[config.mk]
export PLATFORM = sky130hd
export DESIGN_NAME = wat_front
export DESIGN_NICKNAME = d
export VERILOG_FILES = /design/src/rtl/core/wat_pkg.sv /design/src/rtl/core/wat_front.sv
export VERILOG_INCLUDE_DIRS = /design/src /design/src/rtl/core
export SDC_FILE = /design/constraint.sdc
export NUM_CORES = 1
export LEC_CHECK = 0
export BUFFER_PORTS_ARGS = -buffer_cell sky130_fd_sc_hd__buf_2
export CAP_MARGIN = 10
export CORE_MARGIN = 4
export CORE_UTILIZATION = 29
export DETAILED_ROUTE_END_ITERATION = 8
export HOLD_SLACK_MARGIN = 0.08
export PLACE_DENSITY_LB_ADDON = 0.15
export RECOVER_POWER = 100
export SKIP_CTS_REPAIR_TIMING = 1
export SYNTH_ARGS = -nofsm -noshare
export SYNTH_HDL_FRONTEND = slang
export SYNTH_SLANG_ARGS = --single-unit
[constraint.sdc]
create_clock -name i_clk -period 2.55 [get_ports i_clk]
set_input_delay 0.1275 -clock i_clk [delete_from_list [all_inputs] [get_ports i_clk]]
set_output_delay 0.1275 -clock i_clk [all_outputs]
set_load 0.005 [all_outputs]
[src/rtl/core/windowed_amplitude_tracker_macros.svh]
// Assertion macros shared by the tracker RTL.
`ifndef WINDOWED_AMPLITUDE_TRACKER_MACROS_SVH
`define WINDOWED_AMPLITUDE_TRACKER_MACROS_SVH

`ifndef SYNTH
// Same-cycle check.
`define WAT_ASSERT(lbl, clk, rstn, prop) \
    lbl: assert property (@(posedge clk) disable iff (!rstn) (prop)) \
        else $error("wat check failed");
// Next-cycle check: cons must hold in the cycle after ante.
`define WAT_ASSERT_NEXT(lbl, clk, rstn, ante, cons) \
    lbl: assert property (@(posedge clk) disable iff (!rstn) (ante) |=> (cons)) \
        else $error("wat check failed");
`else
`define WAT_ASSERT(lbl, clk, rstn, prop)
`define WAT_ASSERT_NEXT(lbl, clk, rstn, ante, cons)
`endif

`endif

[src/rtl/core/wat_pkg.sv]
package wat_pkg;

    localparam int WINDOW      = 400;
    localparam int SAMPLE_W    = 16;
    localparam int MAG_W       = 15;
    localparam int PTR_W       = $clog2(WINDOW);
    localparam int CNT_W       = $clog2(WINDOW + 1);
    localparam int SUM_W       = MAG_W + CNT_W;
    localparam int RECIP_SHIFT = SUM_W + $clog2(WINDOW);
    localparam int RECIP_W     = SUM_W + 1;
    localparam int PROD_W      = SUM_W + RECIP_W;
    localparam int IN_TDATA_W  = 16;
    localparam int OUT_TDATA_W = 32;
    localparam int OUT_PAD_W   = OUT_TDATA_W - 2 * MAG_W;

    // ceil(2^k / WINDOW): exact floor division for any sum below 2^SUM_W
    localparam logic [63:0] RECIP_FULL =
        ((64'd1 << RECIP_SHIFT) + 64'(WINDOW) - 64'd1) / 64'(WINDOW);
    localparam logic [RECIP_W-1:0] RECIP     = RECIP_FULL[RECIP_W-1:0];
    localparam logic [PTR_W-1:0]   LAST_SLOT = PTR_W'(WINDOW - 1);
    localparam logic [CNT_W-1:0]   FILL_FULL = CNT_W'(WINDOW);
    localparam logic [CNT_W-1:0]   FILL_EDGE = CNT_W'(WINDOW - 1);

    // sample in flight between the input register and the accumulator
    typedef struct packed {
        logic             last;
        logic [MAG_W-1:0] mag;
        logic [PTR_W-1:0] slot;
        logic             old_full;   // line was full before this sample
        logic             new_full;   // line is full after this sample
    } t_stage;

    // per-clip summary handed to the result stage
    typedef struct packed {
        logic [SUM_W-1:0] best;
        logic [MAG_W-1:0] peak;
        logic             enough;
    } t_clip;

    // |sample|, with the most negative code saturated
    function automatic logic [MAG_W-1:0] magnitude(input logic [SAMPLE_W-1:0] s);
        logic [MAG_W-1:0] inv;
        inv = ~s[MAG_W-1:0] + MAG_W'(1);
        if (!s[SAMPLE_W-1]) begin
            return s[MAG_W-1:0];
        end else if (s[MAG_W-1:0] == '0) begin
            return '1;
        end else begin
            return inv;
        end
    endfunction

endpackage

[src/rtl/core/wat_front.sv]
`include "windowed_amplitude_tracker_macros.svh"

module wat_front (
    input  logic                         i_clk,
    input  logic                         i_rst_n,
    input  logic                         i_valid,
    input  logic [wat_pkg::SAMPLE_W-1:0] i_sample,
    input  logic                         i_last,
    input  logic                         i_clip_free,
    output logic                         o_ready,
    output logic                         o_fire,
    output wat_pkg::t_stage              o_stage,
    output logic                         o_rd_en,
    output logic [wat_pkg::PTR_W-1:0]    o_rd_addr
);

    logic                      r_valid;
    logic                      r_last;
    logic [wat_pkg::MAG_W-1:0] r_mag;
    logic [wat_pkg::PTR_W-1:0] r_slot;
    logic                      r_old_full;
    logic                      r_new_full;
    logic [wat_pkg::PTR_W-1:0] r_ptr;
    logic [wat_pkg::CNT_W-1:0] r_fill;
    logic [wat_pkg::PTR_W-1:0] n_ptr;
    logic [wat_pkg::CNT_W-1:0] n_fill;
    logic                      drain;
    logic                      acc;
    logic                      old_full;
    logic                      new_full;

    // a clip end may only leave the stage when the result side has room
    assign drain    = !r_valid || !r_last || i_clip_free;
    assign acc      = i_valid && drain;
    assign old_full = (r_fill == wat_pkg::FILL_FULL);
    assign new_full = old_full || (r_fill == wat_pkg::FILL_EDGE);

    always_comb begin
        n_ptr  = (r_ptr == wat_pkg::LAST_SLOT) ? '0 : r_ptr + wat_pkg::PTR_W'(1);
        n_fill = old_full ? r_fill : r_fill + wat_pkg::CNT_W'(1);
        if (i_last) begin
            n_ptr  = '0;
            n_fill = '0;
        end
    end

    always_ff @(posedge i_clk) begin
        if (!i_rst_n) begin
            r_valid <= 1'b0;
            r_ptr   <= '0;
            r_fill  <= '0;
        end else begin
            if (drain) begin
                r_valid <= i_valid;
            end
            if (acc) begin
                r_ptr  <= n_ptr;
                r_fill <= n_fill;
            end
        end
    end

    always_ff @(posedge i_clk) begin
        if (acc) begin
            r_last     <= i_last;
            r_mag      <= wat_pkg::magnitude(i_sample);
            r_slot     <= r_ptr;
            r_old_full <= old_full;
            r_new_full <= new_full;
        end
    end

    assign o_ready   = drain;
    assign o_fire    = r_valid && drain;
    assign o_rd_en   = acc;
    assign o_rd_addr = r_ptr;

    assign o_stage.last     = r_last;
    assign o_stage.mag      = r_mag;
    assign o_stage.slot     = r_slot;
    assign o_stage.old_full = r_old_full;
    assign o_stage.new_full = r_new_full;

    `WAT_ASSERT(a_fill_range, i_clk, i_rst_n, r_fill <= wat_pkg::FILL_FULL)
    `WAT_ASSERT_NEXT(a_clip_restart, i_clk, i_rst_n, acc && i_last, r_fill == '0 && r_ptr == '0)

endmodule

==> reports/metrics.csv <==
stage,metric,value,unit
sta,Max Clk Rate,0.481,GHz
hold_path,Hold/Removal Path Class,input pin to register,
drt,DRT Wirelength,4980,um
synthesis,"EDFF count, synth",27,
synthesis,number of distinct library cells after synthesis,51,
sta,worst slew pin tran,0.971,ns
power,static leakage power,0.989,nW
clock_network,Clock transition at path regs,0.09,ns
sta,worst clock skew,0.00773,ns
critical_path,CP Buf/Inv Count,4,
final_layout,Filler cells,776,
final_layout,"most common cell after layout, fill and taps aside",buf_2,
sta,endpoints failing setup,0,
drt,Initial DRT Pass Iterations,4,
sta,Setup WS post-layout,0.470,ns
drt,Post-DRT Antenna Nets,0,
floorplanning,die area,9240,sq um
sta,TNS Setup,0,ns
synthesis,Mapped Avg Cell Area,10.4,sq um
drt,routed length per placed instance,13.3,um
drt,Vias/cell,4.71,
drt,DRT iter0 DRCs,48,
sta,final hold vios,0,
power,pwr dens,534,nW/um^2
final_layout,antenna diode count,0,
clock_network,TritonCTS clock tree,done,
critical_path,required time worst endpoint,2.42,ns
final_layout,nets,299,
floorplanning,Die Ht,96.2,um
drt,Vias,1762,
final_layout,layout cell share with drive strength beyond 1,20.4,%
synthesis,Syn Inst Count,216,
synthesis,Synth area leaders,"edfxtp_1, dfxtp_1, xnor2_1",
critical_path,CP peak stage delay,0.39,ns
final_layout,Non-Filler Instances,374,
synthesis,ys async rst share,0,%
floorplanning,Initial Util,30.4,%
critical_path,critical path class,register to output pin,
final_layout,Area growth syn-to-layout,19.0,%
floorplanning,I/O pin cnt,60,
sta,fin. max-slew vios,0,
floorplanning,num rows,31,
place,Post-DP HPWL,3690,um
sta,RSZ-0062 raised after global routing,no,
final_layout,area of the multi-input gates,938,sq um
synthesis,Mapped Area,2250,sq um
power,worst ir drop on vdd,0.219,mV
flow_run,Max Cap Viol,0,
final_layout,most frequent cells in the layout,"buf_2, edfxtp_1, nor2_1, clkbuf_1, dfxtp_1",
critical_path,reg-to-reg endpoint,o_rd_addr[7],
critical_path,critical path startpoint category,register,
floorplanning,width of the die,96.2,um
global_route,vias in the first global route,1643,
clock_network,Worst-Skew Late Latency,0.29,ns
place,Place WS,0.722,ns
synthesis,"area leader, netlist",edfxtp_1,
synthesis,warnings from Yosys,0,
synthesis,Synth top area share,36.0,%
global_route,first-pass GRT wire length,8360,um
global_route,initial antenna violation count,0,
clock_network,clock root cell,clkbuf_8,
sta,minimum clock period,2.08,ns
sta,Slew HR,34.7,%
global_route,largest net degree at the start of global routing,29,
global_route,gr usage total,11.7,%
critical_path,RR Startpoint,r_last,
drt,DRC Markers,0,
synthesis,synthesized net count,241,
synthesis,#FFs+latches synth,46,
floorplanning,core box area,7410,sq um
place,Placed Cells,366,
clock_network,CTS buffer count,5,
clock_network,Clock Path Buffers,2,
place,GPL Wtd Cong,0.780,
hold_path,Hold Path End,r_valid,
critical_path,CP endpoint kind,output pin,
critical_path,crit path DAT,1.95,ns
hold_path,Hold Crit Depth,3,
synthesis,Synth Flop Type,edfxtp_1,
hold_path,Hold Path Origin,i_valid,
critical_path,"Cell Chain, Critical Path",and3b_1 -> inv_1 -> nand2_1 -> inv_1 -> buf_12 -> clkbuf_1,
critical_path,critical path's slowest cell,edfxtp_1,
critical_path,Most Frequent Cell on Critical Path,inv_1,
synthesis,sequential area share after synthesis,52.9,%
clock_network,# clock sinks,46,
place,port bufs,59,
final_layout,final core utilization,36.2,%
final_layout,Register Area,1190,sq um
run_status,outcome,"finished, final reports clean",
global_route,total grt overflow,0,
critical_path,reg2reg path depth,5,
critical_path,CP Max Fanout,28,
clock_network,CTS H-tree depth,2,
critical_path,Reg2Reg Setup Slack,0.70,ns
critical_path,Crit path max-delay family,buffers and inverters,
sta,final worst-path cycle share,81.6,%
-- worst register-to-register path: stages (launching register included) --
cell and delay (ns):
edfxtp_1 0.39, and3b_1 0.27, inv_1 0.14, nand2_1 0.24, o21ai_1 0.58, nor2_1 0.10
-- stage by stage --
stage	total power (W)	cell area (sq um)	hold slack (ns)
3_5_place_dp	0.00102	2650	0.430
3_3_place_gp	0.00102	2650	0.430
2_1_floorplan	0.000935	2250	0.226
5_1_grt	0.00152	2680	0.140
4_1_cts	0.00147	2730	0.118
6_report	0.00143	2680	0.120
-- Yosys cell counts (2+ instances only) --
master      n
and2_1      2
o21a_1      2
nand4b_1    2
nor3b_1     2
nor3_1      7
a211oi_1    2
buf_2       2
nor4_1      3
a21oi_1    16
nand4bb_1   2
and3_1      4
edfxtp_1   27
nor2_1     19
inv_1       7
ha_1        4
a31oi_1     7
a41oi_1     2
xnor2_1    10
nor4b_1     2
xor2_1      4
nand4_1     3
clkbuf_1    4
or4_1       5
nand3b_1    4
or4_4       2
o21ai_0     8
nand2_1    14
nand3_1     5
dfxtp_1    19
nand2_2     3
buf_4       3
-- registers in the layout (all words and copies together), names as in the netlist --
name	cells
r_slot	9
r_fill	9
o_rd_addr	9
r_valid	1
r_old_full	1
r_last	1
r_mag	15
r_new_full	1
-- worst max-delay path by stage --
stage                start      endpoint  cells past startpoint
floorplan           r_last     r_fill[0]                      8
global placement    r_last  o_rd_addr[0]                      7
detailed placement  r_last  o_rd_addr[7]                      5
CTS                 r_last       o_rd_en                      6
global route        r_last       o_rd_en                      6
finish              r_last       o_rd_en                      6
-- layout make-up --
class / instances / share of cell area [%]
tap: 99 / 4.62
timing repair buffer: 62 / 11.4
multi-input combinational: 150 / 35.0
sequential: 46 / 44.4
inverter: 9 / 1.26
clock buffer: 5 / 2.57
clock inverter: 3 / 0.746
-- per-layer routing --
| layer | share of wire (%) | vias up | global-route usage (%) |
|---|---|---|---|
| met2 | 43 | 56 | 17.9 |
| met3 | 7.1 | 5 | 3.44 |
| met1 | 49 | 789 | 16.0 |
| li1 | - | 912 | - |
| met4 | 1.2 | 0 | 3.55 |
| met5 | 0 | - | 0 |
-- report_power, final --
| group | internal (W) | total, W | leakage, nW | switching [W] |
|---|---|---|---|---|
| registers | 0.000822 | 0.000834 | 0.423 | 0.0000121 |
| logic | 0.0000648 | 0.000157 | 0.517 | 0.0000923 |
| clock network | 0.000194 | 0.000441 | 0.0484 | 0.000247 |
| total | 0.00108 | 0.00143 | 0.989 | 0.000351 |
-- logic make-up (layout without fill, tap and decap cells) --
group | after synthesis | in the layout | share of synthesized area [%]
AO/OA/AOI/OAI | 44 | 44 | 11.9
XOR/XNOR | 14 | 14 | 5.44
adder cells (fa/ha/maj) | 4 | 4 | 2.22
buffers and inverters | 20 | 79 | 4.27
flip-flops | 46 | 46 | 52.9
AND/OR/NAND/NOR | 88 | 88 | 23.3
Power figures use the tool's default switching activity.
