File: src/rtl/core/windowed_amplitude_tracker_macros.svh
// Assertion macros shared by the tracker RTL.
`ifndef WINDOWED_AMPLITUDE_TRACKER_MACROS_SVH
`define WINDOWED_AMPLITUDE_TRACKER_MACROS_SVH

`ifndef SYNTH
// Same-cycle check.
`define WAT_ASSERT(lbl, clk, rstn, prop) \
    lbl: assert property (@(posedge clk) disable iff (!rstn) (prop)) \
        else $error("wat check failed");
// Next-cycle check: cons must hold in the cycle after ante.
`define WAT_ASSERT_NEXT(lbl, clk, rstn, ante, cons) \
    lbl: assert property (@(posedge clk) disable iff (!rstn) (ante) |=> (cons)) \
        else $error("wat check failed");
`else
`define WAT_ASSERT(lbl, clk, rstn, prop)
`define WAT_ASSERT_NEXT(lbl, clk, rstn, ante, cons)
`endif

`endif

File: src/rtl/core/wat_pkg.sv
package wat_pkg;

    localparam int WINDOW      = 400;
    localparam int SAMPLE_W    = 16;
    localparam int MAG_W       = 15;
    localparam int PTR_W       = $clog2(WINDOW);
    localparam int CNT_W       = $clog2(WINDOW + 1);
    localparam int SUM_W       = MAG_W + CNT_W;
    localparam int RECIP_SHIFT = SUM_W + $clog2(WINDOW);
    localparam int RECIP_W     = SUM_W + 1;
    localparam int PROD_W      = SUM_W + RECIP_W;
    localparam int IN_TDATA_W  = 16;
    localparam int OUT_TDATA_W = 32;
    localparam int OUT_PAD_W   = OUT_TDATA_W - 2 * MAG_W;

    // ceil(2^k / WINDOW): exact floor division for any sum below 2^SUM_W
    localparam logic [63:0] RECIP_FULL =
        ((64'd1 << RECIP_SHIFT) + 64'(WINDOW) - 64'd1) / 64'(WINDOW);
    localparam logic [RECIP_W-1:0] RECIP     = RECIP_FULL[RECIP_W-1:0];
    localparam logic [PTR_W-1:0]   LAST_SLOT = PTR_W'(WINDOW - 1);
    localparam logic [CNT_W-1:0]   FILL_FULL = CNT_W'(WINDOW);
    localparam logic [CNT_W-1:0]   FILL_EDGE = CNT_W'(WINDOW - 1);

    // sample in flight between the input register and the accumulator
    typedef struct packed {
        logic             last;
        logic [MAG_W-1:0] mag;
        logic [PTR_W-1:0] slot;
        logic             old_full;   // line was full before this sample
        logic             new_full;   // line is full after this sample
    } t_stage;

    // per-clip summary handed to the result stage
    typedef struct packed {
        logic [SUM_W-1:0] best;
        logic [MAG_W-1:0] peak;
        logic             enough;
    } t_clip;

    // |sample|, with the most negative code saturated
    function automatic logic [MAG_W-1:0] magnitude(input logic [SAMPLE_W-1:0] s);
        logic [MAG_W-1:0] inv;
        inv = ~s[MAG_W-1:0] + MAG_W'(1);
        if (!s[SAMPLE_W-1]) begin
            return s[MAG_W-1:0];
        end else if (s[MAG_W-1:0] == '0) begin
            return '1;
        end else begin
            return inv;
        end
    endfunction

endpackage

File: src/rtl/core/wat_result.sv
`include "windowed_amplitude_tracker_macros.svh"

module wat_result (
    input  logic                      i_clk,
    input  logic                      i_rst_n,
    input  logic                      i_clip_valid,
    input  wat_pkg::t_clip            i_clip,
    input  logic                      i_m_ready,
    output logic                      o_free,
    output logic                      o_valid,
    output logic [wat_pkg::MAG_W-1:0] o_peak,
    output logic [wat_pkg::MAG_W-1:0] o_average,
    output logic                      o_enough
);

    logic                         r_r_valid;
    wat_pkg::t_clip               r_r;
    logic                         r_o_valid;
    logic [wat_pkg::MAG_W-1:0]    r_o_peak;
    logic [wat_pkg::MAG_W-1:0]    r_o_average;
    logic                         r_o_enough;
    logic                         o_room;
    logic                         move;
    logic [wat_pkg::PROD_W-1:0]   prod;
    logic [wat_pkg::MAG_W-1:0]    quot;

    assign o_room = !r_o_valid || i_m_ready;
    assign move   = r_r_valid && o_room;
    assign o_free = !r_r_valid || o_room;

    // best / WINDOW by reciprocal multiply, exact over the sum range
    assign prod = wat_pkg::PROD_W'(r_r.best) * wat_pkg::PROD_W'(wat_pkg::RECIP);
    assign quot = wat_pkg::MAG_W'(prod >> wat_pkg::RECIP_SHIFT);

    always_ff @(posedge i_clk) begin
        if (!i_rst_n) begin
            r_r_valid <= 1'b0;
            r_o_valid <= 1'b0;
        end else begin
            r_r_valid <= i_clip_valid || (r_r_valid && !o_room);
            if (o_room) begin
                r_o_valid <= r_r_valid;
            end
        end
    end

    always_ff @(posedge i_clk) begin
        if (i_clip_valid) begin
            r_r <= i_clip;
        end
        if (move) begin
            r_o_peak    <= r_r.peak;
            r_o_average <= quot;
            r_o_enough  <= r_r.enough;
        end
    end

    assign o_valid   = r_o_valid;
    assign o_peak    = r_o_peak;
    assign o_average = r_o_average;
    assign o_enough  = r_o_enough;

    `WAT_ASSERT_NEXT(a_mid_hold, i_clk, i_rst_n, r_r_valid && !o_room,
        r_r_valid && $stable(r_r))

endmodule

File: config.mk
export PLATFORM = sky130hd
export DESIGN_NAME = wat_result
export DESIGN_NICKNAME = d
export VERILOG_FILES = /design/src/rtl/core/wat_pkg.sv /design/src/rtl/core/wat_result.sv
export VERILOG_INCLUDE_DIRS = /design/src /design/src/rtl/core
export SDC_FILE = /design/constraint.sdc
export NUM_CORES = 1
export LEC_CHECK = 0
export BUFFER_PORTS_ARGS = -buffer_cell sky130_fd_sc_hd__buf_4
export CAP_MARGIN = 10
export CORE_MARGIN = 8
export CORE_UTILIZATION = 42
export CTS_BUF_LIST = sky130_fd_sc_hd__clkbuf_8 sky130_fd_sc_hd__clkbuf_16
export CTS_CLUSTER_SIZE = 16
export DETAILED_ROUTE_END_ITERATION = 16
export PLACE_DENSITY = 0.62
export SETUP_SLACK_MARGIN = 0.05
export SLEW_MARGIN = 20
export SYNTH_ARGS = -nofsm -noshare
export SYNTH_HDL_FRONTEND = slang
export SYNTH_SLANG_ARGS = --single-unit
File: constraint.sdc
create_clock -name i_clk -period 7.1 [get_ports i_clk]
set_input_delay 0.71 -clock i_clk [delete_from_list [all_inputs] [get_ports i_clk]]
set_output_delay 0.71 -clock i_clk [all_outputs]
set_load 0.01 [all_outputs]
==> run metrics, run 1 <==
hpwl dp=approximately 25000 um; Critical Path RT=7.19 ns; hold path cells=0; crit share post-route=0.944; Hold Vio Cnt, Final=0; Final nets=around 1600; via/cell ratio=4.99; CP startpoint=r_r[24]$_DFFE_PP_; clock sinks=73; Slew headroom=0.413; Clock Latency Late Sink=0.35 ns; post-synthesis net count=approximately 1500; Hold Path End=o_peak[8]$_DFFE_PP_; Die Wd=184 um; r2r setup slk=0.40 ns; postcts setup bufs=0; fin. max-slew vios=0; Worst-path clk slew=0.07 ns; Placed Area=~13000 um2; Std-Cell Rows=61; worst r2r src=r_r[24]$_DFFE_PP_; routed wire length=~28000 um; maximum clock insertion buffer count=2; post-synthesis cell type count=61; WHS=0.420 ns; Remaining Overflow, GRT=0; vias=about 7500; Worst R2R Path Depth=20; IO buf count=76; # diodes=0; die area=~34000 um2; first-pass GRT wire length=47200 um; Setup Skew=0.0132 ns; Worst-Margin Slew=0.879 ns; Seq/Total Area, Yosys=0.184; Max Fanout on Critical Path=7; asr flop ratio synth=0; Crit path arrival time=about 6.8 ns; pre-CTS setup slack=0.405 ns; drt first pass iters=5; multi-input logic area=8610 um2; worst r2r dst=o_average[11]$_DFFE_PP_; placer congestion estimate=~0.9; initial antenna violation count=0; compound-cell area share of the yosys netlist=0.0666; post-synthesis average cell area=11.4 um2; Simple-Gate Fraction of Synth Area=0.0469; fmax=around 150 MHz; #FFs+latches synth=73; DRC violations left=0; Adder-Cell Fraction of Synth Area=0.601; Initial Util=0.426; Iter 0 DRT Violations=397; setup TNS=0 ns; largest family of logic cells by synthesized area=adder cells; Core ar.=between 20000 and 30000 um2; pin count of the biggest net entering global routing=42; cells after synthesis=between 1000 and 1500; crit start category=flop; die height=184 um; Final WS setup=between 0.3 and 0.4 ns; Critical Path End Type=flop; critical path class=flop to flop; fillcell total=2607; wire per inst=18.9 um; CTS buffer count=9; status=finished clean; H-tree depth=3; hold_sp=r_r[9]$_DFFE_PP_; mux cell area share after synthesis=0.00275; Boundary Pins=77; fin crit period=6.70 ns; Synth Warn #=0; layout cells sized above 1=0.102; post-synthesis cell area=11800 um2; Primary FF master, synth=edfxtp_1; post-route ant nets=0; GR Util All Layers=0.184; RSZ-0062 raised after global routing=no; Seq. cell area=2170 um2; design area=13200 um2; Post-synth EDFFs=71; Max Cap Viol=0; vias in the first global route=about 8500; CTS resizes=0; hold buffer count at cts=0; Area Overhead vs Synth=11.8%; Hold/Removal Path Class=flop to flop; CTS root buf=clkbuf_16; TritonCTS clock tree=built; Synth Area in XOR/XNOR=0.0104; Final setup viols=0
## cell usage after synthesis, drive strengths merged, types with 7 or more instances
master  count  share of area
nor2       21         0.0067
nand2      26         0.0082
a21oi      28          0.012
inv       275          0.087
a31oi       7         0.0037
o21ai      16         0.0071
nand4       9         0.0060
nand3       7         0.0030
nor3        7         0.0030
a21o       13         0.0082
ha        248           0.26
fa        200           0.34
or2         7         0.0037
xnor2      10         0.0074
edfxtp     71           0.18
## state kept, by name (all words and copies together) (netlist names)
| register | cells |
|---|---|
| o_average | 15 |
| o_enough | 1 |
| o_peak | 15 |
| o_valid | 1 |
| r_r | 40 |
| r_r_valid | 1 |
## area by class of cell
cell class                 instances  area share
clock buffer                       9      0.0170
clock inverter                     7     0.00634
inverter                         275      0.0780
multi-input combinational        683       0.651
sequential                        73       0.164
tap                              378      0.0357
timing repair buffer              84      0.0477
## worst max path at each step
| stage | to | slack, ns | cells after the start |
|---|---|---|---|
| floorplan | o_average[8]$_DFFE_PP_ | 0.86 | 21 |
| global placement | o_average[11]$_DFFE_PP_ | 0.37 | 20 |
| detailed placement | o_average[8]$_DFFE_PP_ | 0.40 | 19 |
| CTS | o_average[11]$_DFFE_PP_ | 0.38 | 20 |
| global route | o_average[11]$_DFFE_PP_ | 0.10 | 19 |
| finish | o_average[11]$_DFFE_PP_ | 0.40 | 20 |
## routing by layer
metal,vias to the layer above,GRT usage,wire length [um]
met5,-,0,0
met4,0,0.0445,546
met3,26,0.0372,1650
met2,174,0.302,13400
met1,3751,0.246,12900
li1,3584,-,-
## metrics by stage
stage / instances / utilization
after floorplan: 1034 / -
after global placement: 1492 / 0.465
after detailed placement: 1492 / 0.465
after CTS: 1508 / 0.476
after global routing: 1509 / 0.476
final: 1509 / 0.476
## cells in the final DEF, fill, tap and decap left out, types with 8 or more instances in the layout
cell | Yosys | layout
o21ai_0 | 11 | 11
nand2_1 | 26 | 26
nand4_1 | 8 | 8
nor2_1 | 21 | 21
edfxtp_1 | 71 | 71
a21o_1 | 13 | 13
a21oi_1 | 27 | 27
buf_4 | 0 | 84
ha_1 | 248 | 248
xnor2_1 | 10 | 10
clkbuf_16 | 0 | 9
inv_1 | 275 | 275
fa_1 | 200 | 200
## cells by family (layout without fill, tap and decap cells)
group                    after synthesis  count (layout)
AND/OR/NAND/NOR                      105             105
adder cells (fa/ha/maj)              448             448
multiplexers                           3               3
XOR/XNOR                              14              14
buffers and inverters                278             375
AO/OA/AOI/OAI                        113             113
flip-flops                            73              73
## critical path: stages (launching register included)
cell and delay, ns:
edfxtp_1 0.54, fa_1 0.54, inv_1 0.09, fa_1 0.51, inv_1 0.05, fa_1 0.47
inv_1 0.05, fa_1 0.49, fa_1 0.50, fa_1 0.49, inv_1 0.05, fa_1 0.48
inv_1 0.10, ha_1 0.35, a211o_1 0.31, a21oi_1 0.17, a21oi_1 0.10, o31ai_1 0.29
nor4b_1 0.52, or2_1 0.22, a311oi_1 0.11
Power of run 1 is not shown: default switching activity piles up to over one toggle a cycle in this logic, so the estimate is an artifact.
==> inputs of run 2 (changes only) <==
CAP_MARGIN = not set   (was 10)
CORE_UTILIZATION = 64   (was 42)
PLACE_DENSITY = 0.87   (was 0.62)
==> run metrics, run 2 (synthesized netlist as in run 1, its figures left out) <==
Top reg by flops=r_r; Final setup viols=0; post-route ant nets=0; Remaining Overflow, GRT=0; layout cells sized above 1=0.110; worst r2r src=r_r[24]$_DFFE_PP_; maximum clock insertion buffer count=2; Hold/Removal Path Class=flop to flop; vias=8067; TritonCTS clock tree=built; slowest stage delay, CP=~0.56 ns; clock sinks=73; Worst Setup EP=o_average[2]$_DFFE_PP_; hpwl dp=25800 um; vias in the first global route=8885; first-pass GRT wire length=48500 um; RSZ-0062 raised after global routing=no; leading cell types in the layout, fill and taps excluded=inv_1, ha_1, fa_1; Critical Path End Type=flop; drt first pass iters=5; worst path cell trace=fa_1 -> inv_1 -> fa_1 -> inv_1 -> fa_1 -> inv_1 -> fa_1 -> fa_1 -> fa_1 -> inv_1 -> fa_1 -> inv_1 -> ha_1 -> a211o_1 -> a21oi_1 -> a31oi_1 -> o21ai_0 -> and3_1 -> nand2_1 -> o311ai_1; pin count of the biggest net entering global routing=42; setup TNS=0 ns; Crit path arrival time=6.88 ns; Max Cap Viol=0; CTS root buf=clkbuf_16; Critical Path RT=7.23 ns; Iter 0 DRT Violations=~680; Core ar.=about 18000 um2; Worst-path clk slew=0.07 ns; Std-Cell Rows=slightly below 50; H-tree depth=3; Largest register FFs=40; Clock Latency Late Sink=0.35 ns; Area Overhead vs Synth=10.8%; Die Wd=152 um; Final nets=between 1500 and 2000; Hold Vio Cnt, Final=0; routed wire length=between 20000 and 30000 um; status=finished clean; fin crit period=6.75 ns; Worst-Margin Slew=0.652 ns; Crit-path slowest cell=fa_1; r2r setup slk=roughly 0.35 ns; fin. max-slew vios=0; CTS buffer count=9; DRC violations left=0; CP startpoint=r_r[24]$_DFFE_PP_; # diodes=0; crit share post-route=0.950; critical path class=flop to flop; Initial Util=0.656; crit start category=flop; commonest non-fill, non-tap cell in the layout=inv_1; Boundary Pins=a little under 80; IO buf count=76; most used cell, CP=fa_1; hold buffer count at cts=0; Setup Skew=0.0139 ns; via/cell ratio=a little under 6; fmax=148 MHz; placer congestion estimate=0.995; wire per inst=21.8 um; Max Fanout on Critical Path=7; GR Util All Layers=0.268; Worst R2R Path Depth=20; initial antenna violation count=0; die height=roughly 150 um; die area=23100 um2; Slew headroom=0.565; worst r2r dst=o_average[2]$_DFFE_PP_
[run 2: cell types whose count changed in the layout (fill, tap and decap cells not counted)]
cell,previous run,this run
buf_4,84,93
nor2b_2,0,1
o311ai_2,0,1
o311ai_1,3,2
nor2b_4,1,0
[run 2: worst min path at each step]
| stage | startpoint | end | slack, ns | cells past startpoint |
|---|---|---|---|---|
| 3_3_place_gp | r_r[4]$_DFFE_PP_ | o_peak[3]$_DFFE_PP_ | 0.40 | 0 |
| 6_report | r_r[6]$_DFFE_PP_ | o_peak[5]$_DFFE_PP_ | 0.42 | 0 |
| 2_1_floorplan | r_r[0]$_DFFE_PP_ | o_enough$_DFFE_PP_ | 0.40 | 0 |
| 3_5_place_dp | r_r[7]$_DFFE_PP_ | o_peak[6]$_DFFE_PP_ | 0.40 | 0 |
| 4_1_cts | r_r[6]$_DFFE_PP_ | o_peak[5]$_DFFE_PP_ | 0.42 | 0 |
| 5_1_grt | r_r[6]$_DFFE_PP_ | o_peak[5]$_DFFE_PP_ | 0.42 | 0 |
[run 2: area by class of cell]
cell class | instances | area, um2
inverter | 275 | 1030
fill | 1266 | 4910
clock inverter | 7 | 83.8
sequential | 73 | 2170
timing repair buffer | 93 | 698
clock buffer | 9 | 225
tap | 229 | 287
multi-input combinational | 683 | 8620
[run 2: metal layers]
| layer | routed length (um) | GRT usage |
|---|---|---|
| met1 | 12600 | 0.362 |
| met5 | 0 | 0 |
| met4 | 1140 | 0.0957 |
| met2 | 13400 | 0.411 |
| met3 | 2620 | 0.0677 |
[run 2: per-stage QoR]
step           hold WS [ns]  cell area (um2)  setup slack (ns)  utilization  cells
2_1_floorplan         0.400            11800             0.861            -   1034
3_3_place_gp          0.400            12800             0.385        0.707   1347
3_5_place_dp          0.405            12800             0.322        0.707   1347
4_1_cts               0.418            13100             0.270        0.725   1363
5_1_grt               0.421            13100            0.0304        0.728   1369
6_report              0.416            13100             0.352        0.728   1369
[run 2: critical path, delay by kind of cell (launching register included)]
| family | cells | cell delay [ns] |
|---|---|---|
| flops | 1 | 0.54 |
| simple gates | 2 | 0.48 |
| buf+inv | 5 | 0.33 |
| compound gates | 5 | 1.27 |
| fa+ha+maj | 8 | 3.92 |
[run 2: repair_timing]
action	4_1_cts	5_1_grt
hold endpoints to repair	0	0
endpoints found under the setup margin	0	3
resized for setup	0	1
buffers inserted	0	6
Power of run 2 is left out for the same reason.
