==> src/rtl/core/windowed_amplitude_tracker_macros.svh <==
// Assertion macros shared by the tracker RTL.
`ifndef WINDOWED_AMPLITUDE_TRACKER_MACROS_SVH
`define WINDOWED_AMPLITUDE_TRACKER_MACROS_SVH

`ifndef SYNTH
// Same-cycle check.
`define WAT_ASSERT(lbl, clk, rstn, prop) \
    lbl: assert property (@(posedge clk) disable iff (!rstn) (prop)) \
        else $error("wat check failed");
// Next-cycle check: cons must hold in the cycle after ante.
`define WAT_ASSERT_NEXT(lbl, clk, rstn, ante, cons) \
    lbl: assert property (@(posedge clk) disable iff (!rstn) (ante) |=> (cons)) \
        else $error("wat check failed");
`else
`define WAT_ASSERT(lbl, clk, rstn, prop)
`define WAT_ASSERT_NEXT(lbl, clk, rstn, ante, cons)
`endif

`endif

==> src/rtl/core/wat_pkg.sv <==
package wat_pkg;

    localparam int WINDOW      = 400;
    localparam int SAMPLE_W    = 16;
    localparam int MAG_W       = 15;
    localparam int PTR_W       = $clog2(WINDOW);
    localparam int CNT_W       = $clog2(WINDOW + 1);
    localparam int SUM_W       = MAG_W + CNT_W;
    localparam int RECIP_SHIFT = SUM_W + $clog2(WINDOW);
    localparam int RECIP_W     = SUM_W + 1;
    localparam int PROD_W      = SUM_W + RECIP_W;
    localparam int IN_TDATA_W  = 16;
    localparam int OUT_TDATA_W = 32;
    localparam int OUT_PAD_W   = OUT_TDATA_W - 2 * MAG_W;

    // ceil(2^k / WINDOW): exact floor division for any sum below 2^SUM_W
    localparam logic [63:0] RECIP_FULL =
        ((64'd1 << RECIP_SHIFT) + 64'(WINDOW) - 64'd1) / 64'(WINDOW);
    localparam logic [RECIP_W-1:0] RECIP     = RECIP_FULL[RECIP_W-1:0];
    localparam logic [PTR_W-1:0]   LAST_SLOT = PTR_W'(WINDOW - 1);
    localparam logic [CNT_W-1:0]   FILL_FULL = CNT_W'(WINDOW);
    localparam logic [CNT_W-1:0]   FILL_EDGE = CNT_W'(WINDOW - 1);

    // sample in flight between the input register and the accumulator
    typedef struct packed {
        logic             last;
        logic [MAG_W-1:0] mag;
        logic [PTR_W-1:0] slot;
        logic             old_full;   // line was full before this sample
        logic             new_full;   // line is full after this sample
    } t_stage;

    // per-clip summary handed to the result stage
    typedef struct packed {
        logic [SUM_W-1:0] best;
        logic [MAG_W-1:0] peak;
        logic             enough;
    } t_clip;

    // |sample|, with the most negative code saturated
    function automatic logic [MAG_W-1:0] magnitude(input logic [SAMPLE_W-1:0] s);
        logic [MAG_W-1:0] inv;
        inv = ~s[MAG_W-1:0] + MAG_W'(1);
        if (!s[SAMPLE_W-1]) begin
            return s[MAG_W-1:0];
        end else if (s[MAG_W-1:0] == '0) begin
            return '1;
        end else begin
            return inv;
        end
    endfunction

endpackage

==> src/rtl/core/wat_accum.sv <==
`include "windowed_amplitude_tracker_macros.svh"

module wat_accum (
    input  logic                      i_clk,
    input  logic                      i_rst_n,
    input  wat_pkg::t_stage           i_stage,
    input  logic                      i_fire,
    input  logic [wat_pkg::MAG_W-1:0] i_rd_data,
    output logic                      o_wr_en,
    output logic [wat_pkg::PTR_W-1:0] o_wr_addr,
    output logic [wat_pkg::MAG_W-1:0] o_wr_data,
    output logic                      o_clip_valid,
    output wat_pkg::t_clip            o_clip
);

    logic [wat_pkg::SUM_W-1:0] r_sum;
    logic [wat_pkg::SUM_W-1:0] r_best;
    logic [wat_pkg::MAG_W-1:0] r_peak;
    logic [wat_pkg::SUM_W-1:0] n_sum;
    logic [wat_pkg::SUM_W-1:0] n_best;
    logic [wat_pkg::MAG_W-1:0] n_peak;
    logic [wat_pkg::SUM_W-1:0] drop;

    // oldest magnitude leaves the window once the line is full
    assign drop   = i_stage.old_full ? wat_pkg::SUM_W'(i_rd_data) : '0;
    assign n_sum  = r_sum - drop + wat_pkg::SUM_W'(i_stage.mag);
    assign n_best = (i_stage.new_full && n_sum > r_best) ? n_sum : r_best;
    assign n_peak = (i_stage.mag > r_peak) ? i_stage.mag : r_peak;

    always_ff @(posedge i_clk) begin
        if (!i_rst_n) begin
            r_sum  <= '0;
            r_best <= '0;
            r_peak <= '0;
        end else if (i_fire) begin
            if (i_stage.last) begin
                r_sum  <= '0;
                r_best <= '0;
                r_peak <= '0;
            end else begin
                r_sum  <= n_sum;
                r_best <= n_best;
                r_peak <= n_peak;
            end
        end
    end

    assign o_wr_en   = i_fire;
    assign o_wr_addr = i_stage.slot;
    assign o_wr_data = i_stage.mag;

    // short clip reports all zeros; best is still zero then
    assign o_clip_valid  = i_fire && i_stage.last;
    assign o_clip.best   = n_best;
    assign o_clip.peak   = i_stage.new_full ? n_peak : '0;
    assign o_clip.enough = i_stage.new_full;

    `WAT_ASSERT_NEXT(a_clip_clear, i_clk, i_rst_n, o_clip_valid,
        r_sum == '0 && r_best == '0 && r_peak == '0)
    `WAT_ASSERT(a_short_zero, i_clk, i_rst_n,
        !(o_clip_valid && !o_clip.enough) || (o_clip.best == '0 && o_clip.peak == '0))

endmodule

==> config.mk <==
export PLATFORM = sky130hd
export DESIGN_NAME = wat_accum
export DESIGN_NICKNAME = d
export VERILOG_FILES = /design/src/rtl/core/wat_pkg.sv /design/src/rtl/core/wat_accum.sv
export VERILOG_INCLUDE_DIRS = /design/src /design/src/rtl/core
export SDC_FILE = /design/constraint.sdc
export NUM_CORES = 1
export LEC_CHECK = 0
export ABC_CLOCK_PERIOD_IN_PS = 9450
export BUFFER_PORTS_ARGS = -buffer_cell sky130_fd_sc_hd__buf_2
export CAP_MARGIN = 10
export CORE_MARGIN = 10
export CORE_UTILIZATION = 40
export DETAILED_ROUTE_END_ITERATION = 12
export GPL_ROUTABILITY_DRIVEN = 1
export GPL_TIMING_DRIVEN = 0
export PLACE_DENSITY = 0.62
export RECOVER_POWER = 50
export SLEW_MARGIN = 10
export SYNTH_ARGS = -nofsm -noshare
export SYNTH_HDL_FRONTEND = slang
export SYNTH_SLANG_ARGS = --single-unit
==> constraint.sdc <==
create_clock -name i_clk -period 9.45 [get_ports i_clk]
set_clock_uncertainty 0.15 [all_clocks]
set_input_delay 0.945 -clock i_clk [delete_from_list [all_inputs] [get_ports i_clk]]
set_output_delay 0.945 -clock i_clk [all_outputs]
set_load 0.02 [all_outputs]
==> flow_metrics.tcl, run 1 <==
set metrics [dict create \
    critPathKind "in -> out" \
    max_stage_delay_ns 0.52 \
    die_w_um 138.0 \
    synth_area_um2 5572 \
    die-area_um2 19050 \
    hpwl_mm 12.71 \
    yosysMostFrequentCell "inv_1" \
    period_minus_slack_ns 7.876 \
    r2r-end "r_best[13]$_SDFFE_PN0P_" \
    endpoint_kind "output port" \
    start_kind "primary input" \
    ys_ff_latch 63 \
    nNetsFinal 960 \
    crit_top_cell "clkbuf_1" \
    hold_path.startpoint "r_peak[10]$_SDFFE_PN0P_" \
    cts_resized 0 \
    antenna_found_initial 0 \
    synth_edf_count 0 \
    fin_ws_ns 1.574 \
    reg2reg_depth 21 \
    core-area_um2 13770 \
    cp_data_required_time_ns 8.36 \
    cts_max_path_buffers 2 \
    ys_types 50 \
    antenna_cells 0 \
    drv_slew 0 \
    dp_slack_ns 1.727 \
    postCtsSetupRepairBufs 0 \
    synth_nets 848 \
    track_usage_pct 16.11 \
    grt_pass1_vias 5225 \
    cp_max_fo 10 \
    hold_viol 0 \
    syn_to_final_growth_pct 17.36 \
    cts-root-buf "clkbuf_16" \
    hold_class "reg -> reg" \
    p_per_area_nw_per_um2 314.2 \
    row_count 43 \
    cts-buffers-inserted 9 \
    status "complete, no violations" \
    p_total_mw 2.054 \
    worstReg2RegStart "r_sum[8]$_SDFFE_PN0P_" \
    yosys-top-cells-count "inv_1, nor2_1, dfxtp_1, ha_1, nand2_1" \
    fin_crit_sh_pct 83.34 \
    drive_gt1_share_pct 15.70 \
    arrival_ns 6.78 \
    async_flop_share_pct 0 \
    start_util_pct 40.45 \
    worst_path_max_delay_cell "o21ai_0" \
    wl_per_cell_um 15.26 \
    whs_endpoint "r_peak[10]$_SDFFE_PN0P_" \
    overflow 0 \
    multi_input_area_um2 3543 \
    hold_depth 1 \
    p_leak_nw 2.906 \
    seq_area_um2 1261 \
    finalSetupViolations 0 \
    synth_top_cell_area_share_pct 22.64 \
    cts_tree "done" \
    synthTopCellsByArea "dfxtp_1, ha_1, inv_1" \
    slew_headroom_pct 51.42 \
    tightest_slew_ns 0.7286 \
    grt_pass1_wl_mm 26.23 \
    cts.reportedPaths.clkPinSlew_ns 0.05 \
    grt_max_degree 11 \
    worstSkewPairLatency_ns 0.34 \
    drc_errors 0 \
    cts.sink_count 63 \
    die_h_um 138.0 \
    htreeDepth 3 \
    yosysSeqAreaShare_pct 22.64 \
    ys.flop_type "dfxtp_1" \
    num_vias 5226 \
    maxCapViolCount 0 \
    n_fill_cell 1472 \
    drtPass1Iterations 5 \
    r2r_slack_ns 3.54 \
    crit_chain "clkbuf_1 -> clkbuf_1 -> and2_0 -> fa_1 -> inv_1 -> ha_1 -> a21oi_1 -> o21ai_0 -> nor2_1 -> o211ai_1 -> nor2_1 -> o221ai_1 -> xor2_1 -> ha_1 -> nand4_1 -> nor4_1 -> o31ai_1 -> a21oi_2 -> clkbuf_1 -> mux2_2 -> buf_2" \
    setup_tns_ns 0 \
    clock.fmax_mhz 127.0 \
    ant_nets 0 \
    peakVddDrop_v 0.0002509 \
    vias_per_cell 5.119 \
    hold_ws_ns 0.3437 \
    yosys.area.top_type "dfxtp_1" \
    rsz0062_at_grt "false" \
    ios 111 \
    hold_buffers 0 \
    syn_area_per_cell_um2 7.685 \
    routabilityCongestion 0.8522 \
    synth_cells 725 \
    portBuffers 101 \
    drt_iter0_drc 232 \
    yosysWarnings 0 \
    drt-total-wl_mm 15.58 \
]
per-stage QoR:
| step | instance area (µm²) | util, % | instances |
|---|---|---|---|
| floorplan | 5572 | - | 725 |
| global placement | 6302 | 45.76 | 1006 |
| detailed placement | 6302 | 45.76 | 1006 |
| CTS | 6581 | 47.78 | 1021 |
| global route | 6539 | 47.47 | 1021 |
| finish | 6539 | 47.47 | 1021 |
area by class of cell:
cell class | instances | share of cell area, %
well taps | 180 | 3.444
flip-flops and latches | 63 | 19.29
multi-input cells | 488 | 54.19
clock buffers | 10 | 3.502
inverters | 117 | 6.716
plain buffers | 57 | 4.918
clock inverters | 5 | 0.7654
repair buffers | 101 | 7.176
flip-flops by register name (all words and copies together), names as in the netlist:
| register | cells |
|---|---|
| r_best | 24 |
| r_peak | 15 |
| r_sum | 24 |
cell families after synthesis:
family,count (synthesis),share of synthesized area (%)
AO/OA/AOI/OAI,195,24.23
flip-flops,63,22.64
multiplexers,5,1.010
adder cells (fa/ha/maj),78,19.54
XOR/XNOR,21,3.301
AND/OR/NAND/NOR,189,15.61
buffers and inverters,174,13.68
worst max-delay path by stage:
stage	from	endpoint	cells past startpoint
5_1_grt	i_stage[1]	o_clip[37]	21
2_1_floorplan	i_stage[1]	o_clip[37]	19
3_3_place_gp	i_stage[1]	o_clip[37]	22
4_1_cts	i_stage[1]	o_clip[37]	22
6_report	i_stage[1]	o_clip[37]	21
3_5_place_dp	i_stage[1]	o_clip[37]	22
metal layers:
layer | global-route usage [%] | part of all wire (%)
met4 | 3.940 | 0.99
met2 | 25.80 | 45
met5 | 0 | 0
met3 | 2.979 | 4.9
met1 | 21.75 | 50
cells in the final DEF, fill, tap and decap left out, types with 36 or more instances in the layout:
cell type | netlist | layout
a21oi_1 | 36 | 36
nand2_1 | 53 | 53
nor2_1 | 64 | 64
clkbuf_1 | 27 | 58
ha_1 | 63 | 63
buf_2 | 3 | 74
dfxtp_1 | 63 | 63
a22oi_1 | 37 | 37
inv_1 | 116 | 116
o21ai_0 | 47 | 49
critical path: cells and delay by family:
| family | cells | cell delay, ns |
|---|---|---|
| fa+ha+maj | 3 | 0.88 |
| buf+inv | 5 | 1.32 |
| compound gates | 6 | 1.75 |
| simple gates | 5 | 1.01 |
| mux | 1 | 0.41 |
| xor+xnor | 1 | 0.44 |
power breakdown:
| group | total, mW | leakage [nW] | switching, mW | internal [mW] |
|---|---|---|---|---|
| clock network | 0.324 | 0.142 | 0.123 | 0.201 |
| registers | 0.331 | 0.512 | 0.0247 | 0.307 |
| logic | 1.40 | 2.25 | 0.899 | 0.500 |
| total | 2.05 | 2.91 | 1.05 | 1.01 |
Power figures use the tool's default switching activity.
==> inputs of run 2 (changes only) <==
--- a/config.mk
+++ b/config.mk
@@ -6,7 +6,8 @@
 export SDC_FILE = /design/constraint.sdc
 export NUM_CORES = 1
 export LEC_CHECK = 0
-export ABC_CLOCK_PERIOD_IN_PS = 9450
+export ABC_AREA = 1
+export ABC_CLOCK_PERIOD_IN_PS = 7000
 export BUFFER_PORTS_ARGS = -buffer_cell sky130_fd_sc_hd__buf_2
 export CAP_MARGIN = 10
 export CORE_MARGIN = 10
@@ -14,7 +15,7 @@
 export DETAILED_ROUTE_END_ITERATION = 12
 export GPL_ROUTABILITY_DRIVEN = 1
 export GPL_TIMING_DRIVEN = 0
-export PLACE_DENSITY = 0.62
+export PLACE_DENSITY = 0.63
 export RECOVER_POWER = 50
 export SLEW_MARGIN = 10
 export SYNTH_ARGS = -nofsm -noshare
==> constraint.sdc (replaced) <==
create_clock -name i_clk -period 7 [get_ports i_clk]
set_clock_uncertainty 0.15 [all_clocks]
set_input_delay 0.7 -clock i_clk [delete_from_list [all_inputs] [get_ports i_clk]]
set_output_delay 0.7 -clock i_clk [all_outputs]
set_load 0.02 [all_outputs]
==> run 2 against run 1 <==
Non-clock buffer count is 4 lower. Worst setup slack got worse by 0.72 ns. Count of clock-buffer cells in the layout increased by 2. Total power rose by 31%. Register-to-register slack worse by 0.97 ns. Sequential share of layout area is 2.9 points lower. Combinational power up 29%. Final area is 18% higher. Core utilization shrank 0.68 points. Highest routed layer unchanged. Synthesized area is 20% higher. First-iteration DRC count grew 62%. Via count rose by 31%.
==> flow_metrics.tcl, run 2 <==
set metrics [dict create \
    instances_no_fill 1462 \
    cpLargestDelayFamily "simple AND/OR/NAND/NOR gates" \
    crit_path_start "i_stage[1]" \
    fin_ws_ns 0.8580 \
    die_w_um 149.3 \
    cts.reportedPaths.clkPinSlew_ns 0.06 \
    drive_gt1_share_pct 11.51 \
    tightest_slew_ns 1.001 \
    setup_tns_ns 0 \
    r2r_slack_ns 2.57 \
    row_count 47 \
    cts-root-buf "clkbuf_16" \
    critPathBufInv 8 \
    synthTopCellsByArea "nand2_1, dfxtp_1, inv_1" \
    grt_max_degree 11 \
    drtPass1Iterations 5 \
    async_flop_share_pct 0 \
    status "complete, no violations" \
    period_minus_slack_ns 6.142 \
    peakVddDrop_v 0.0002335 \
    core-area_um2 16470 \
    ant_nets 0 \
    hold_class "reg -> reg" \
    track_usage_pct 18.13 \
    portBuffers 101 \
    grt_pass1_wl_mm 32.44 \
    drc_errors 0 \
    p_int_mw 1.305 \
    maxCapViolCount 0 \
    critPathKind "in -> out" \
    rsz0062_at_grt "false" \
    antenna_cells 0 \
    cts_max_path_buffers 2 \
    worstReg2RegStart "r_sum[8]$_SDFFE_PN0P_" \
    postCtsSetupRepairBufs 0 \
    cp_max_fo 10 \
    stdcell_area_um2 7705 \
    yosysSeqAreaShare_pct 18.87 \
    fin_crit_sh_pct 87.74 \
    combPwrFrac_pct 67.2 \
    synth_nets 1248 \
    wl_per_cell_um 13.72 \
    start_util_pct 40.59 \
    synth_cells 1125 \
    cts_resized 0 \
    nNetsFinal 1360 \
    arrival_ns 5.29 \
    p_sw_mw 1.385 \
    pwr-share-clk_pct 16.9 \
    drv_slew 0 \
    cts-buffers-inserted 9 \
    ys.flop_type "dfxtp_1" \
    yosysWarnings 0 \
    cts_tree "done" \
    die_h_um 149.3 \
    crit_top_cell "nand2_1" \
    hold_path.startpoint "r_best[21]$_SDFFE_PN0P_" \
    drt_iter0_drc 376 \
    dp.cells 1446 \
    syn_to_final_growth_pct 15.30 \
    top_regs "r_best (24), r_sum (24), r_peak (15)" \
    finalSetupViolations 0 \
    placed_area_um2 7463 \
    p_leak_nw 4.162 \
    hpwl_mm 16.68 \
    synth_area_um2 6683 \
    seq_power_share_pct 15.9 \
    routabilityCongestion 0.9539 \
    endpoint_kind "output port" \
    overflow 0 \
    hold_buffers 0 \
    ys_ff_latch 63 \
    yosysMostFrequentCell "nand2_1" \
    num_vias 6861 \
    antenna_found_initial 0 \
    hold_viol 0 \
    cts.sink_count 63 \
    drt-total-wl_mm 20.06 \
    synth_edf_count 0 \
    worstSkewPairLatency_ns 0.35 \
    slew_headroom_pct 33.05 \
    final_common_cell "nand2_1" \
    dp_slack_ns 0.9659 \
    grt_pass1_vias 6502 \
    start_kind "primary input" \
    die-area_um2 22280 \
    final_cell_mix "nand2_1, inv_1, a21oi_1, nand3_1, buf_2" \
    ios 111 \
    synth_top_cell_area_share_pct 20.56 \
    worst_path_max_delay_cell "clkbuf_1" \
    p_sw_share_pct 51.48 \
    yosys.area.top_type "nand2_1" \
    syn_area_per_cell_um2 5.940 \
    max_stage_delay_ns 0.45 \
    clock.fmax_mhz 162.8 \
    ys_types 29 \
    cp_data_required_time_ns 6.15 \
    htreeDepth 3 \
    yosys-top-cells-count "nand2_1, inv_1, a21oi_1, nand3_1" \
    vias_per_cell 4.693 \
    p_per_area_nw_per_um2 349.1 \
]
==> run 2: cell types whose count changed after synthesis, moves of 21 or more <==
| cell | previous run | this run |
|---|---|---|
| nand3_1 | 21 | 89 |
| a21oi_1 | 36 | 90 |
| inv_1 | 116 | 240 |
| o21ai_0 | 47 | 2 |
| nand2_1 | 53 | 366 |
| a22oi_1 | 37 | 0 |
| nand2_2 | 0 | 23 |
| a32o_1 | 21 | 0 |
==> run 2: worst register-to-register path: stages, from the launching register on <==
cell	delay, ns
dfxtp_1	0.32
inv_1	0.05
fa_1	0.50
inv_1	0.04
ha_1	0.38
nand2_1	0.12
nor2_1	0.33
nand2_1	0.10
nor2_1	0.10
nand2_1	0.08
nand3_1	0.10
nand2_1	0.05
nand2_1	0.12
inv_1	0.09
ha_1	0.30
nand2_1	0.06
nor2_1	0.15
nand3_1	0.18
nor2_2	0.20
nand3_1	0.12
nand2_2	0.11
inv_2	0.09
nand2_4	0.13
buf_6	0.20
nand2_2	0.07
nand3_1	0.08
a21oi_1	0.06
==> run 2: path summary, 6_finish.rpt <==
path / cells after the start / endpoint
worst max-delay path: 29 / o_clip[23]
worst min-delay path: 2 / r_best[21]$_SDFFE_PN0P_
worst max register to register: 26 / r_best[7]$_SDFFE_PN0P_
worst min register to register: 2 / r_best[21]$_SDFFE_PN0P_
==> run 2: per-layer routing <==
layer	vias up	track usage (%)	wire length, µm
met2	190	28.74	8579
met3	23	4.885	1466
met5	-	0	0
met1	3018	23.36	9532
met4	0	5.790	478
li1	3630	-	-
==> run 2: logic make-up (layout without fill, tap and decap cells) <==
family / count (synthesis) / in the layout / synth area share [%]
buffers and inverters: 296 / 413 / 18.67
AOI/OAI and AO/OA: 97 / 97 / 7.396
adders and majority gates: 78 / 78 / 16.29
xor gates and xnor gates: 8 / 8 / 1.048
and+or+nand+nor: 583 / 583 / 37.73
DFF: 63 / 63 / 18.87
==> run 2: through the flow <==
stage	hold WS, ns	util [%]	power (mW)
5_1_grt	0.3298	46.79	2.963
2_1_floorplan	0.2953	-	1.740
4_1_cts	0.3139	47.10	2.707
3_5_place_dp	0.3052	45.33	2.239
6_report	0.3138	46.79	2.690
3_3_place_gp	0.3015	45.33	2.218
==> run 2: layout make-up <==
cell class                      count  area (µm²)
Timing Repair Buffer              101       461.7
Clock inverter                      4       45.04
Clock buffer                       12       246.5
Sequential cell                    63        1261
Inverter                          243       912.1
Tap cell                          220       275.3
Fill cell                        1821        8761
Buffer                             53       331.6
Multi-Input combinational cell    766        4172
==> run 2: power by group through the flow <==
stage	Combinational, mW	Sequential, mW	Clock, mW
6_report	1.81	0.426	0.455
5_1_grt	2.05	0.432	0.478
3_3_place_gp	1.79	0.432	0
4_1_cts	1.82	0.426	0.463
3_5_place_dp	1.81	0.434	0
2_1_floorplan	1.31	0.429	0
